[config.mk]
export PLATFORM = sky130hd
export DESIGN_NAME = ssbs_ctrl
export DESIGN_NICKNAME = d
export VERILOG_FILES = /design/src/rtl/ssbs_pkg.sv /design/src/rtl/ssbs_ctrl.sv
export SDC_FILE = /design/constraint.sdc
export NUM_CORES = 1
export LEC_CHECK = 0
export BUFFER_PORTS_ARGS = -buffer_cell sky130_fd_sc_hd__buf_2
export CORE_UTILIZATION = 30
export CTS_CLUSTER_DIAMETER = 100
export DETAILED_ROUTE_END_ITERATION = 16
export GPL_ROUTABILITY_DRIVEN = 0
export PLACE_DENSITY = 0.53
export SETUP_SLACK_MARGIN = 0.5
export SLEW_MARGIN = 20
export SYNTH_ARGS = -nofsm -noshare
export SYNTH_HDL_FRONTEND = slang
export SYNTH_SLANG_ARGS = --single-unit
[constraint.sdc]
create_clock -name clk_i -period 2.4 [get_ports clk_i]
set_clock_uncertainty 0.2 [all_clocks]
set_input_delay 0.36 -clock clk_i [delete_from_list [all_inputs] [get_ports clk_i]]
set_output_delay 0.36 -clock clk_i [all_outputs]
set_load 0.05 [all_outputs]
[src/rtl/ssbs_pkg.sv]
// Shared types and constants for the sample set statistics block.
// Used by ssbs_ctrl, ssbs_datapath, the top level and the bench; depends on nothing else.
package ssbs_pkg;

  // Sample word width and default buffer depth.
  localparam int unsigned SAMPLE_BITS     = 16;
  localparam int unsigned MAX_SAMPLES_DEF = 1024;

  // Fixed result field widths.
  localparam int unsigned COUNT_OUT_W = 11;
  localparam int unsigned VAR_W       = 35;
  localparam int unsigned SD_W        = 18;

  // Result status codes.
  typedef enum logic [1:0] {
    ST_OK      = 2'd0,
    ST_SINGLE  = 2'd1,
    ST_DROPPED = 2'd2
  } status_e;

  // One input transaction.
  typedef struct packed {
    logic signed [SAMPLE_BITS-1:0] sample;
    logic                          last;
  } item_t;

  // One result transaction.
  typedef struct packed {
    logic        [COUNT_OUT_W-1:0] sample_count;
    logic signed [SAMPLE_BITS-1:0] min_value;
    logic signed [SAMPLE_BITS-1:0] max_value;
    logic signed [SAMPLE_BITS-1:0] mean_value;
    logic        [VAR_W-1:0]       variance;
    logic        [SD_W-1:0]        std_dev;
    logic        [1:0]             status;
  } result_t;

  // Commands from the controller to the datapath.
  typedef struct packed {
    logic accept;
    logic clear_set;
    logic div_start;
    logic div_var;
    logic mean_load;
    logic pass_clr;
    logic rd_en;
    logic var_load;
    logic sqrt_start;
    logic sd_load;
    logic out_fire;
  } cmd_t;

  // Status from the datapath to the controller.
  typedef struct packed {
    logic div_done;
    logic sqrt_done;
    logic rd_at_last;
    logic pipe_empty;
    logic multi;
  } sts_t;

endpackage

[src/rtl/ssbs_ctrl.sv]
// Controller state machine for the sample set statistics block.
// Depends on ssbs_pkg for the command and status structs.
module ssbs_ctrl import ssbs_pkg::*; (
  input  logic clk_i,
  input  logic rst_ni,
  input  logic start_i,
  input  logic last_i,
  input  sts_t sts_i,
  output cmd_t cmd_o,
  output logic busy_o
);

  typedef enum logic [8:0] {
    S_LOAD      = 9'b000000001,
    S_MEAN_GO   = 9'b000000010,
    S_MEAN_WAIT = 9'b000000100,
    S_PASS      = 9'b000001000,
    S_DRAIN     = 9'b000010000,
    S_VAR_GO    = 9'b000100000,
    S_VAR_WAIT  = 9'b001000000,
    S_SQRT_WAIT = 9'b010000000,
    S_OUT       = 9'b100000000
  } state_e;

  state_e state_q;
  state_e state_d;

  // Next state and command decode.
  always_comb begin
    state_d = state_q;
    cmd_o   = '0;
    busy_o  = 1'b1;
    unique case (state_q)
      S_LOAD: begin
        busy_o = 1'b0;
        if (start_i) begin
          cmd_o.accept = 1'b1;
          if (last_i) begin
            state_d = S_MEAN_GO;
          end
        end
      end
      S_MEAN_GO: begin
        cmd_o.div_start = 1'b1;
        state_d         = S_MEAN_WAIT;
      end
      S_MEAN_WAIT: begin
        if (sts_i.div_done) begin
          cmd_o.mean_load = 1'b1;
          cmd_o.pass_clr  = 1'b1;
          state_d         = S_PASS;
        end
      end
      S_PASS: begin
        cmd_o.rd_en = 1'b1;
        if (sts_i.rd_at_last) begin
          state_d = S_DRAIN;
        end
      end
      S_DRAIN: begin
        if (sts_i.pipe_empty) begin
          state_d = sts_i.multi ? S_VAR_GO : S_OUT;
        end
      end
      S_VAR_GO: begin
        cmd_o.div_start = 1'b1;
        cmd_o.div_var   = 1'b1;
        state_d         = S_VAR_WAIT;
      end
      S_VAR_WAIT: begin
        if (sts_i.div_done) begin
          cmd_o.var_load   = 1'b1;
          cmd_o.sqrt_start = 1'b1;
          state_d          = S_SQRT_WAIT;
        end
      end
      S_SQRT_WAIT: begin
        if (sts_i.sqrt_done) begin
          cmd_o.sd_load = 1'b1;
          state_d       = S_OUT;
        end
      end
      S_OUT: begin
        cmd_o.out_fire  = 1'b1;
        cmd_o.clear_set = 1'b1;
        state_d         = S_LOAD;
      end
      default: begin
        state_d = S_LOAD;
      end
    endcase
  end

  // State register.
  always_ff @(posedge clk_i or negedge rst_ni) begin
    if (!rst_ni) begin
      state_q <= S_LOAD;
    end else begin
      state_q <= state_d;
    end
  end

endmodule

==> results of run 1 <==
-- cells by family after synthesis --
logic type | after synthesis | synth area share
DFF | 9 | 0.3467
AOI/OAI and AO/OA | 10 | 0.1073
and+or+nand+nor | 46 | 0.4196
xor gates and xnor gates | 3 | 0.04024
buffers and inverters | 8 | 0.08622
-- timing repair --
action,CTS,global route
pin swaps,14,10
cloned,0,0
setup buffers,24,10
hold buffers,1,0
hold endpoints to repair,9,0
gates resized for setup,34,17
setup endpoints to repair,13,17
-- worst paths after layout --
path	from	endpoint	depth (start not counted)
min in group asynchronous	rst_ni	state_q[4]	2
worst min-delay path	sts_i[0]	state_q[5]	3
worst max register to register	state_q[0]	state_q[6]	7
worst min register to register	state_q[6]	state_q[6]	2
max in group asynchronous	rst_ni	state_q[0]	2
worst max-delay path	state_q[8]	cmd_o[8]	4
-- routing by layer --
| metal | GRT usage | wire, um | up-vias |
|---|---|---|---|
| met3 | 0.02516 | 62 | 4 |
| met4 | 0.09314 | 32 | 0 |
| li1 | - | - | 392 |
| met5 | 0 | 0 | - |
| met1 | 0.2393 | 937 | 396 |
| met2 | 0.3032 | 1141 | 19 |
-- critical path: stages, from the launching register on --
cell and delay, ns:
dfrtp_1 0.37, or3_4 0.43, nor4_4 0.16, nor3b_4 0.24, buf_6 0.18
-- stage by stage --
stage | worst slack (ns) | area (um2) | cells | hold WS [ns] | power, mW
after floorplan | 0.2027 | 775.7 | 76 | -0.1356 | 0.6346
final | 0.1867 | 1384 | 160 | 0.1141 | 1.143
after CTS | 0.1954 | 1232 | 150 | 0.1116 | 1.037
after global routing | 0.1075 | 1384 | 160 | 0.1234 | 1.202
after global placement | 0.3296 | 875.8 | 121 | 0.02017 | 0.6965
after detailed placement | 0.3082 | 875.8 | 121 | 0.02147 | 0.6913
-- Yosys cell counts (all sizes together) --
cell type | count | share of area
nor2 | 13 | 0.075
dfrtp | 8 | 0.31
buf | 6 | 0.075
nand2 | 6 | 0.034
nor3 | 5 | 0.046
and3 | 4 | 0.040
nor4 | 4 | 0.048
a21o | 3 | 0.034
nand4 | 3 | 0.029
nor4b | 3 | 0.050
inv | 2 | 0.011
nor3b | 2 | 0.031
o21ai | 2 | 0.015
or3 | 2 | 0.027
xnor2 | 2 | 0.027
a21oi | 1 | 0.0077
a22oi | 1 | 0.011
dfstp | 1 | 0.040
nand3 | 1 | 0.0077
nand3b | 1 | 0.011
o211ai | 1 | 0.011
o2bb2ai | 1 | 0.013
o41ai | 1 | 0.013
or2 | 1 | 0.0096
or2b | 1 | 0.011
xor2 | 1 | 0.013
-- report_power, final --
part           switching (mW)  leakage, nW  internal [mW]
combinational           0.365        0.525          0.396
clock                  0.0501       0.0150         0.0639
sequential             0.0785        0.111          0.189
-- area by class of cell --
cell class | count | area share
clock buffers | 4 | 0.01899
inverters | 2 | 0.005425
multi-input cells | 59 | 0.4159
flip-flops and latches | 9 | 0.1691
well taps | 27 | 0.02441
repair buffers | 59 | 0.3662
==> flow_metrics.env, run 1 <==
export IMPL_status="completed"
export IMPL_insertion_delay_ns=0.26
export IMPL_diodes=0
export IMPL_rows=16
export IMPL_cts_root_buf="clkbuf_4"
export IMPL_drt_iter0_drc=14
export IMPL_tns_ns=0
export IMPL_hold_viol=0
export IMPL_drc=0
export IMPL_antenna_left=0
export IMPL_portBuffers=20
export IMPL_die_h_um=48.66
export IMPL_synth_seq_cells=9
export IMPL_endpoint_kind="output port"
export IMPL_fillCellCount=141
export IMPL_regMostFlops="state_q"
export IMPL_max_freq_mhz=451.8
export IMPL_finalWirelength_um=2173
export IMPL_leakagePower_nw=0.6511
export IMPL_rsz0062_at_grt="yes"
export IMPL_path_clk_slew_ns=0.06
export IMPL_reg2reg_slack_ns=0.36
export IMPL_startpoint_type="flop"
export IMPL_crit_arrival_ns=1.65
export IMPL_worstPathMaxFanout=3
export IMPL_final_common_cell="buf_4"
export IMPL_required_ns=1.84
export IMPL_irDropWorstVdd_v=0.0005050
export IMPL_first_global_vias=782
export IMPL_dr_pass1_iters=4
export IMPL_multi_input_area_um2=575.6
export IMPL_antenna_found_initial=0
export IMPL_fin_nets=143
export IMPL_core_mm2=0.002002
export IMPL_cts_tree="built"
export IMPL_grt_pass1_wl_um=3450
export IMPL_top_regs="state_q x9"
export IMPL_hpwlAfterDp_um=1325
export IMPL_design_die_area_mm2=0.002368
export IMPL_grt_max_degree=10
export IMPL_worst_hold_path_type="in -> reg"
export IMPL_finalCritPeriodShare=0.9222
export IMPL_cts_buffers=3
export IMPL_tightest_slew_ns=0.3986
export IMPL_syn_to_final_growth_pct=111.9
export IMPL_num_io_pins=21
export IMPL_slew_violations=0
export IMPL_seq_area_um2=234.0
export IMPL_clkSinkCount=9
export IMPL_most_common_layout_cells="buf_4 (31), buf_6 (15), buf_2 (9)"
export IMPL_setup_viol=0
export IMPL_wl_per_cell_um=13.58
export IMPL_seq_area_frac_synth=0.3467
export IMPL_initial_core_util=0.3262
export IMPL_grt_usage=0.1861
export IMPL_path_class="reg -> out"
export IMPL_power_density_mw_per_mm2=826.0
export IMPL_drv_cap=0
export IMPL_grt_ovfl_total=0
export IMPL_h_tree_depth=1
export IMPL_avgViaCountPerCell=5.069
export IMPL_vias=811
export IMPL_fin_crit_ns=2.213
export IMPL_final_util=0.6913
export IMPL_synth_distinct_cells=33
export IMPL_relSlewSlack=0.7320
export IMPL_die_w_um=48.66
export IMPL_synth_warnings=0
export IMPL_cts_path_max_buffers=2
export IMPL_synth_avg_cell_area_um2=8.594
export IMPL_layout_drive_gt1_share=0.7293
export IMPL_syn_area_um2=653.1
export IMPL_largest_reg_flops=9
export IMPL_syn_nets=85
export IMPL_syn_inst=76
Note: power is estimated with default switching activity, not from simulation.
==> run 2: changes to the inputs <==
--- a/config.mk
+++ b/config.mk
@@ -6,11 +6,12 @@
 export NUM_CORES = 1
 export LEC_CHECK = 0
 export BUFFER_PORTS_ARGS = -buffer_cell sky130_fd_sc_hd__buf_2
-export CORE_UTILIZATION = 30
+export CORE_UTILIZATION = 48
 export CTS_CLUSTER_DIAMETER = 100
 export DETAILED_ROUTE_END_ITERATION = 16
 export GPL_ROUTABILITY_DRIVEN = 0
-export PLACE_DENSITY = 0.53
+export PLACE_DENSITY = 0.77
+export REMOVE_ABC_BUFFERS = 1
 export SETUP_SLACK_MARGIN = 0.5
 export SLEW_MARGIN = 20
 export SYNTH_ARGS = -nofsm -noshare
==> run 2 against run 1 <==
  * Routed wire length decreased by 16%
  * First-iteration DRC count up 21%
  * Global-route usage increased by 8.5 points
  * Flip-flop and latch count unchanged
  * Utilization grew 15 points
  * Die area down 36%
  * Design area fell by 28%
  * Final cell count fell by 26%
  * Critical path depth did not move
  * Largest power group unchanged
==> flow_metrics.env, run 2 (same netlist as run 1, synthesis figures left out) <==
export IMPL_status="completed"
export IMPL_grt_max_degree=10
export IMPL_grt_usage=0.2711
export IMPL_grt_ovfl_total=0
export IMPL_fin_nets=114
export IMPL_regMostFlops="state_q"
export IMPL_avgViaCountPerCell=5.873
export IMPL_syn_to_final_growth_pct=53.07
export IMPL_fin_crit_ns=2.288
export IMPL_crit_arrival_ns=1.73
export IMPL_multi_input_area_um2=466.7
export IMPL_insertion_delay_ns=0.27
export IMPL_num_io_pins=21
export IMPL_rsz0062_at_grt="yes"
export IMPL_place_ws_ns=0.2752
export IMPL_reg2reg_slack_ns=0.35
export IMPL_initial_core_util=0.5506
export IMPL_drt_iter0_drc=17
export IMPL_cts_buffers=3
export IMPL_required_ns=1.84
export IMPL_largest_reg_flops=9
export IMPL_top_regs="state_q x9"
export IMPL_design_die_area_mm2=0.001512
export IMPL_leakagePower_nw=0.4808
export IMPL_worstSetupEndpoint="cmd_o[8]"
export IMPL_rows=12
export IMPL_dr_pass1_iters=4
export IMPL_irDropWorstVdd_v=0.0007689
export IMPL_path_clk_slew_ns=0.06
export IMPL_layout_drive_gt1_share=0.6154
export IMPL_hold_ws_ns=0.09821
export IMPL_power_density_mw_per_mm2=884.2
export IMPL_portBuffers=20
export IMPL_die_h_um=38.89
export IMPL_fillCellCount=63
export IMPL_die_w_um=38.89
export IMPL_seq_area_um2=235.2
export IMPL_tightest_slew_ns=0.4724
export IMPL_core_mm2=0.001186
export IMPL_max_freq_mhz=437.0
export IMPL_drc=0
export IMPL_r2r_end="state_q[6]"
export IMPL_antenna_left=0
export IMPL_first_global_vias=603
export IMPL_antenna_found_initial=0
export IMPL_setup_slack_ns=0.1118
export IMPL_h_tree_depth=1
export IMPL_dp_cells=105
export IMPL_cts_root_buf="clkbuf_4"
export IMPL_cts_path_max_buffers=2
export IMPL_path_class="reg -> out"
export IMPL_startpoint_type="flop"
export IMPL_relSlewSlack=0.6822
export IMPL_cts_tree="built"
export IMPL_drv_cap=0
export IMPL_r2r_cells=8
export IMPL_wl_per_cell_um=15.50
export IMPL_startpoint="state_q[6]"
export IMPL_endpoint_kind="output port"
export IMPL_diodes=0
export IMPL_r2r_start="state_q[6]"
export IMPL_worstPathMaxFanout=4
export IMPL_slew_violations=0
export IMPL_fin_cells=118
export IMPL_final_util=0.8428
export IMPL_hold_viol=0
export IMPL_finalCritPeriodShare=0.9534
export IMPL_final_cell_area_um2=999.7
export IMPL_worst_hold_path_type="in -> reg"
export IMPL_final_common_cell="buf_4"
export IMPL_hpwlAfterDp_um=1083
export IMPL_most_common_layout_cells="buf_4 (11), buf_6 (10), buf_2 (8)"
export IMPL_vias=693
export IMPL_finalWirelength_um=1829
export IMPL_setup_viol=0
export IMPL_placed_area_um2=729.5
export IMPL_grt_pass1_wl_um=2704
export IMPL_clkSinkCount=9
-- run 2: changes by cell type in the layout (fill, tap and decap cells not counted), sizes merged --
| cell | before | now |
|---|---|---|
| clkbuf | 4 | 3 |
| clkinv | 0 | 1 |
| buf | 58 | 29 |
-- run 2: per-stage QoR --
stage	power, mW	TNS (ns)
after floorplan	0.5207	-6.566
after global placement	0.6201	0
after detailed placement	0.6178	0
after CTS	0.8269	0
after global routing	0.9303	0
final	0.8840	0
-- run 2: final cells by class --
type,instances,area share
multi-input cells,59,0.4668
repair buffers,30,0.2453
flip-flops and latches,9,0.2353
clock buffers,3,0.02253
well taps,14,0.01752
inverters,2,0.007509
clock inverters,1,0.005006
-- run 2: what timing repair did --
item | 4_1_cts | 5_1_grt
gates cloned | 0 | 0
endpoints found under the setup margin | 12 | 17
hold buffers | 1 | 0
endpoints found under the hold margin | 9 | 0
pin swaps | 1 | 9
buffers inserted | 7 | 1
gates resized for setup | 40 | 11
-- run 2: routing by layer --
layer / GRT usage / part of all wire
met1: 0.3630 / 0.44
met4: 0.03448 / 0.0077
met5: 0 / 0
met3: 0.1040 / 0.057
met2: 0.4208 / 0.49
-- run 2: how the worst min path moves through the flow --
stage / startpoint / endpoint / depth (start not counted)
after detailed placement: rst_ni / state_q[7] / 1
after floorplan: rst_ni / state_q[1] / 0
final: sts_i[0] / state_q[5] / 3
after global placement: rst_ni / state_q[7] / 1
after global routing: sts_i[0] / state_q[5] / 3
after CTS: sts_i[0] / state_q[5] / 3
-- run 2: worst max-delay path, cell delays in order (launching register included) --
cell and delay (ns):
dfrtp_2 0.42, or3_4 0.43, nor4_4 0.17, nor3b_4 0.25, buf_6 0.18
-- run 2: where the power goes --
group          switching, mW  internal [mW]  total (mW)
clock network         0.0600         0.0618       0.122
logic                  0.304          0.220       0.524
registers             0.0508          0.187       0.238
